`config.mk`:
```
export PLATFORM = sky130hd
export DESIGN_NAME = rahfc_chunk
export DESIGN_NICKNAME = d
export VERILOG_FILES = /design/src/rtl/rahfc_pkg.sv /design/src/rtl/rahfc_chunk.sv
export SDC_FILE = /design/constraint.sdc
export NUM_CORES = 1
export LEC_CHECK = 0
export ABC_AREA = 1
export ABC_CLOCK_PERIOD_IN_PS = 4000
export BUFFER_PORTS_ARGS = -buffer_cell sky130_fd_sc_hd__buf_2
export CAP_MARGIN = 40
export CORE_MARGIN = 2
export CORE_UTILIZATION = 55
export CTS_CLUSTER_DIAMETER = 80
export CTS_CLUSTER_SIZE = 8
export DETAILED_ROUTE_END_ITERATION = 12
export PLACE_DENSITY_LB_ADDON = 0.1
export SYNTH_ARGS = -nofsm -noshare
export SYNTH_HDL_FRONTEND = slang
export SYNTH_SLANG_ARGS = --single-unit
```
`constraint.sdc`:
```
create_clock -name i_clk -period 4 [get_ports i_clk]
set_input_delay 0.2 -clock i_clk [delete_from_list [all_inputs] [get_ports i_clk]]
set_output_delay 0.2 -clock i_clk [all_outputs]
set_load 0.1 [all_outputs]
```
`src/rtl/rahfc_pkg.sv`:
```
// Shared types and constants for the RFID ASCII-hex frame checker.
package rahfc_pkg;

    localparam int unsigned DataW   = 8;
    localparam int unsigned IdW     = 40;
    localparam int unsigned LimitW  = 4;
    localparam int unsigned PosW    = 4;
    localparam int unsigned CfgIdxW = 2;

    localparam logic [DataW-1:0]  StartByteRst = 8'd2;
    localparam logic [DataW-1:0]  EndByteRst   = 8'd3;
    localparam logic [LimitW-1:0] ZeroLimitRst = 4'd6;

    localparam logic [DataW-1:0] AsciiZero  = 8'h30;
    localparam logic [DataW-1:0] AlphaGap   = 8'd7;
    localparam logic [DataW-1:0] DigitMax   = 8'd9;
    localparam logic [PosW-1:0]  PosStart   = 4'd0;
    localparam logic [PosW-1:0]  PosIdLast  = 4'd10;
    localparam logic [PosW-1:0]  PosEnd     = 4'd13;
    localparam logic [PosW-1:0]  PosMax     = 4'd15;

    typedef enum logic [CfgIdxW-1:0] {
        CFG_START_BYTE = 2'd0,
        CFG_END_BYTE   = 2'd1,
        CFG_ZERO_LIMIT = 2'd2
    } t_cfg_idx;

    typedef enum logic [2:0] {
        ST_OK        = 3'd0,
        ST_SHORT     = 3'd1,
        ST_ZEROS     = 3'd2,
        ST_BAD_FRAME = 3'd3,
        ST_BAD_SUM   = 3'd4
    } t_frame_status;

    typedef struct packed {
        logic [DataW-1:0] rx_byte;
        logic             last_byte;
    } t_rx_req;

    typedef struct packed {
        logic [IdW-1:0] tag_id;
        t_frame_status  frame_status;
        logic           tag_valid;
    } t_tag_res;

    // full 8-bit value: non-hex characters wrap and carry into the pair sum
    function automatic logic [DataW-1:0] to_nibble(input logic [DataW-1:0] c);
        logic [DataW-1:0] n;
        n = c - AsciiZero;
        if (n > DigitMax) begin
            n = n - AlphaGap;
        end
        return n;
    endfunction

endpackage

```
`src/rtl/rahfc_chunk.sv`:
```
// Per-chunk running state and frame checks.
module rahfc_chunk (
    input  logic                         i_clk,
    input  logic                         i_rst_n,
    input  logic                         i_take,
    input  rahfc_pkg::t_rx_req           i_req,
    input  logic [rahfc_pkg::DataW-1:0]  i_start_byte,
    input  logic [rahfc_pkg::DataW-1:0]  i_end_byte,
    input  logic [rahfc_pkg::LimitW-1:0] i_zero_limit,
    output rahfc_pkg::t_tag_res          o_res
);
    import rahfc_pkg::*;

    logic [PosW-1:0]  r_pos,   n_pos;
    logic [3:0]       r_zeros, n_zeros;
    logic             r_start, n_start;
    logic             r_end,   n_end;
    logic [3:0]       r_hold,  n_hold;
    logic [IdW-1:0]   r_id,    n_id;
    logic [DataW-1:0] r_xor,   n_xor;
    logic [DataW-1:0] r_sum,   n_sum;

    logic [DataW-1:0] nib;
    logic [DataW-1:0] pair;
    logic             in_frame;

    assign nib      = to_nibble(i_req.rx_byte);
    assign pair     = {r_hold, 4'b0000} + nib;
    assign in_frame = (r_pos <= PosEnd);

    always_comb begin
        n_zeros = r_zeros;
        n_start = r_start;
        n_end   = r_end;
        n_hold  = r_hold;
        n_id    = r_id;
        n_xor   = r_xor;
        n_sum   = r_sum;
        if (in_frame) begin
            if (r_pos == PosStart) begin
                n_start = (i_req.rx_byte == i_start_byte);
            end else if (r_pos == PosEnd) begin
                n_end = (i_req.rx_byte == i_end_byte);
            end else if (r_pos[0]) begin
                n_hold = nib[3:0];
            end else if (r_pos <= PosIdLast) begin
                n_id  = {r_id[IdW-DataW-1:0], pair};
                n_xor = r_xor ^ pair;
            end else begin
                n_sum = pair;
            end
            if (r_pos != PosStart && r_pos <= PosIdLast && i_req.rx_byte == AsciiZero) begin
                n_zeros = r_zeros + 4'd1;
            end
        end
        n_pos = (r_pos == PosMax) ? r_pos : r_pos + 4'd1;
    end

    always_comb begin
        o_res.tag_id = '0;
        if (r_pos < PosEnd) begin
            o_res.frame_status = ST_SHORT;
        end else if (n_zeros >= i_zero_limit) begin
            o_res.frame_status = ST_ZEROS;
        end else if (!n_start || !n_end) begin
            o_res.frame_status = ST_BAD_FRAME;
        end else if (n_xor != n_sum) begin
            o_res.frame_status = ST_BAD_SUM;
        end else begin
            o_res.frame_status = ST_OK;
            o_res.tag_id       = n_id;
        end
        o_res.tag_valid = (o_res.frame_status == ST_OK);
    end

    always_ff @(posedge i_clk) begin
        if (!i_rst_n || (i_take && i_req.last_byte)) begin
            r_pos   <= '0;
            r_zeros <= '0;
            r_start <= 1'b0;
            r_end   <= 1'b0;
            r_hold  <= '0;
            r_id    <= '0;
            r_xor   <= '0;
            r_sum   <= '0;
        end else if (i_take) begin
            r_pos   <= n_pos;
            r_zeros <= n_zeros;
            r_start <= n_start;
            r_end   <= n_end;
            r_hold  <= n_hold;
            r_id    <= n_id;
            r_xor   <= n_xor;
            r_sum   <= n_sum;
        end
    end

endmodule

```
Word-level counts from Yosys, hierarchy flattened
Cells that the tools add are included.
Cells by class
  bitwise logic cells: 4
  equality and inequality tests: 6
  divide/modulo/power cells: 0
  reduce and logical (&&, ||, !) cells: 13
  order comparisons: 5
  shifts and indexed selects: 0
  multiply operators: 0
  $add $sub $neg: 5
  mux-type cells: 31
Operators by type and width (number)
  40-bit 2-to-1 mux: 9
  8-bit 2-to-1 mux: 11
  8-bit == test: 2
  3-bit 2-to-1 mux: 4
  4-bit by 1-bit adder with 4-bit output, second input constant: 2
  8-bit adder: 1
  4-bit == test, second input constant: 2
  8-bit by 6-bit == test with 1-bit output, second input constant: 1
  8-bit by 4-bit > comparator with 1-bit output, second input constant: 1
  4-bit <= comparator, second input constant: 2
  4-bit 2-to-1 mux: 2
  8-bit inequality test: 1
  8-bit by 3-bit subtractor with 8-bit output, second input constant: 1
  8-bit by 6-bit subtractor with 8-bit output, second input constant: 1
  8-bit XOR: 1
  1-bit 2-to-1 mux: 5
  5-bit AND reduction: 1
  4-bit >= comparator: 1
  4-bit zero test: 1
  4-bit less-than comparator, second input constant: 1
  4-bit nonzero test: 1
  1-bit logical AND: 3
  1-bit zero test: 3
  3-bit zero test: 1
  3 further kinds: 6
Storage, ports and cells
  RAM bits: 0
  memory bits (read-only): 0
  memories kept: 0
  word-level logic and storage cells: 72
  output and inout port bits: 44
  input port bits: 32
  bits in latches: 0
  register bits: 70

Longest topological paths before layout
  word-level depth: 16
  depth in mapped cells: 29
  gate-level depth less buffers: 28

Worst setup path before layout
OpenSTA, ideal clock, no wires.
  kind: input port to output port
  from: input port i_req[5] (netlist name)
  to: output port o_res[3] (netlist name)
  required time: 3.800 ns
  slack: -0.986 ns
  path buffers: 0
  arrival: 4.786 ns
  cell stages on the path: 24
  path through: ha_1 inv_1 nand2_1 nand2_1 nand3_4 nand2_1 xor2_1 inv_1 ha_1 fa_1 inv_1 nor2_1 nand2_1 nor2_1 nand2_1 nand2_1 nand2_1 nor2_1 nor2_1 nand2_1 nor2_1 nand3_1 nor2_2 a21boi_0
RTL lines
  start: declaration: RTL line rahfc_chunk.sv:6  | input rahfc_pkg::t_rx_req i_req,
  end: declaration: RTL line rahfc_chunk.sv:10  | output rahfc_pkg::t_tag_res o_res

==> flow_summary.json <==
{
  "synth_fp_nets": 793,
  "place_area_mm2": 0.00623,
  "wl_per_cell_um": 14.5,
  "rsz0062_at_grt": "true",
  "ys_seq_area_share_pct": 28.8,
  "whs_endpoint": "r_sum[0]$_SDFFE_PP0P_",
  "critPathLaunchType": "input pin",
  "powerDensity_mw_per_mm2": 283,
  "fin_crit_ns": 3.90,
  "netlist_instances": 742,
  "worstReg2RegStart": "r_pos[1]$_SDFFE_PP0P_",
  "min_from": "i_req[1]",
  "synth_top_area_share_pct": 28.8,
  "crit-reg2reg-capture": "r_id[21]$_SDFFE_PP0P_",
  "hp-class": "in2reg",
  "die_area_mm2": 0.00963,
  "die_h_um": 98.1,
  "wirelength_mm": 13.5,
  "grt_pass1_vias": 4755,
  "synth_mux_area_share_pct": 4.52,
  "overflow": 0,
  "grt_pass1_wl_mm": 21.6,
  "yosys.area_share.simple_pct": 28.4,
  "grt_max_degree": 86,
  "setup_viol": 0,
  "drive_gt1_share_pct": 25.2,
  "max_stage_delay_ns": 0.50,
  "synth_seq_cells": 70,
  "power_mw": 1.91,
  "avgSynthCellArea_um2": 6.57,
  "tightest_slew_ns": 0.801,
  "cts_tree": "yes",
  "synth-xor-area-share_pct": 2.88,
  "hold_violations": 0,
  "area_growth_pct": 38.7,
  "core.rowCount": 34,
  "h-tree-depth": 3,
  "dr.pass1.iters": 5,
  "via_per_inst": 5.43,
  "cpMaxStageDelayCell": "fa_1",
  "vias": 5065,
  "final_antenna_net_count": 0,
  "cp-end-kind": "output pin",
  "drtIter0Drc": 251,
  "cp.arrival_ns": 3.70,
  "rrSetupSlack_ns": 1.40,
  "io_buffers": 75,
  "cts_buffer_depth": 2,
  "synth-warning-count": 0,
  "clkTransAtPathRegs_ns": 0.07,
  "max_slew_margin_pct": 46.6,
  "path_class": "in2out",
  "clk_latency_ns": 0.35,
  "diodes": 0,
  "synth_area_leaders": "dfxtp_1, nand2_1, inv_1, o211ai_1, o21ai_0",
  "cap_violations": 0,
  "crit_path_max_fanout": 8,
  "total_leakage_power_nw": 3.30,
  "tns_ns": 0,
  "holdWs_ns": 0.364,
  "crit_top_cell": "nand2_1",
  "synth_cell_types": 33,
  "period_share_pct": 97.4,
  "synth-adder-area-share_pct": 5.03,
  "die_x_um": 98.1,
  "hold_depth": 6,
  "cts-root-buf": "clkbuf_8",
  "final_cell_mix": "nand2_1, inv_1, dfxtp_1",
  "yosys.area.top_type": "dfxtp_1",
  "grt_use_total_pct": 26.9,
  "initial_core_util_pct": 56.4,
  "status": "finished clean",
  "cts_buffers": 9,
  "fin_area_mm2": 0.00676,
  "reg2regPathDepth": 11,
  "finClkSkew_ns": 0.00902,
  "finalWeightedCongestion": 0.877,
  "io_pins": 76,
  "synth_area_mm2": 0.00487,
  "synth_top_family_by_area": "simple AND/OR/NAND/NOR gates",
  "synth_compound_area_share_pct": 15.9,
  "fin_util_pct": 78.3,
  "layout_commonest_cell": "nand2_1",
  "final_nets": 870,
  "irDropWorstVdd_uv": 170,
  "remaining_drc_errors": 0,
  "drv_slew": 0,
  "dp_hpwl_mm": 9.40,
  "cts_sinks": 70,
  "coreArea_mm2": 0.00864,
  "antenna_found_initial": 0,
  "fmax_ghz": 0.257,
  "crit_required_ns": 3.80
}
-- power breakdown --
group,internal [mW],switching (mW),total (mW)
Sequential,0.736,0.0284,0.765
Combinational,0.157,0.299,0.456
Clock,0.405,0.285,0.690
-- cells by family (layout without fill, tap and decap cells) --
group / Yosys count / in the layout
and+or+nand+nor: 307 / 307
xor gates and xnor gates: 16 / 16
muxes: 22 / 22
buffers and inverters: 175 / 257
DFF: 70 / 70
adders and majority gates: 19 / 19
AOI/OAI and AO/OA: 133 / 133
-- worst max-delay path by stage --
stage | slack (ns) | endpoint | startpoint | cells after the start
detailed placement | 0.005 | o_res[43] | i_req[5] | 29
floorplan | -0.25 | o_res[3] | i_req[5] | 24
finish | 0.10 | o_res[20] | i_req[2] | 29
global route | -0.18 | o_res[23] | r_pos[0]$_SDFFE_PP0P_ | 22
CTS | -0.01 | o_res[43] | i_req[5] | 29
global placement | 0.15 | o_res[43] | i_req[5] | 29
-- sequential cells by signal, summed over array words and instances (netlist names) --
signal   flops
r_sum        8
r_zeros      4
r_hold       4
r_id        40
r_xor        8
r_pos        4
r_end        1
r_start      1
-- final cells by class --
cell class                      count  area (um^2)
Multi-Input combinational cell    497         3150
Clock inverter                      4         76.3
Timing Repair Buffer               99         1280
Tap cell                          108          135
Sequential cell                    70         1410
Clock buffer                       12          165
Fill cell                         579         1880
Inverter                          142          542
-- Yosys cell counts --
master	number
clkbuf_1	21
clkinv_1	2
nor2_4	1
nand4_1	13
nor3_1	5
or2_2	7
o21ai_2	3
a21oi_1	34
ha_1	18
buf_6	6
dfxtp_1	70
nor2_1	62
nor4_1	4
fa_1	1
nand3_2	4
nand3_1	35
inv_1	138
xor2_1	15
a211oi_1	2
inv_2	2
o21ai_0	55
xnor2_1	1
o211ai_1	37
nand3b_1	2
nand3_4	2
o21ai_1	1
a21boi_0	1
nand2_2	5
buf_1	2
nor2_2	16
nand2_1	151
mux2i_1	22
buf_2	4
-- worst max-delay path, delay by kind of cell --
family	cells	cell delay, ns
XOR/XNOR	1	0.12
adder cells (fa/ha/maj)	3	0.85
buffers and inverters	8	0.88
AND/OR/NAND/NOR	17	1.63
-- stage by stage --
stage          cells  setup WS [ns]
4_1_cts          922        -0.0146
6_report         932          0.105
5_1_grt          932         -0.178
3_3_place_gp     906          0.151
2_1_floorplan    742         -0.246
3_5_place_dp     906        0.00548
-- routing by layer --
layer | GRT usage, % | vias to the layer above | wire [um]
li1 | - | 2519 | -
met5 | 0 | - | 0
met2 | 47.2 | 147 | 6790
met1 | 33.4 | 2371 | 5710
met4 | 7.90 | 0 | 291
met3 | 5.23 | 28 | 703
-- timing repair --
item | CTS | global route
hold buffers | 0 | 0
endpoints found under the setup margin | 42 | 42
pin swaps | 0 | 17
setup buffers | 0 | 7
hold endpoints to repair | 0 | 0
resized for setup | 3 | 50
gates cloned | 0 | 3
Power figures use the tool's default switching activity.
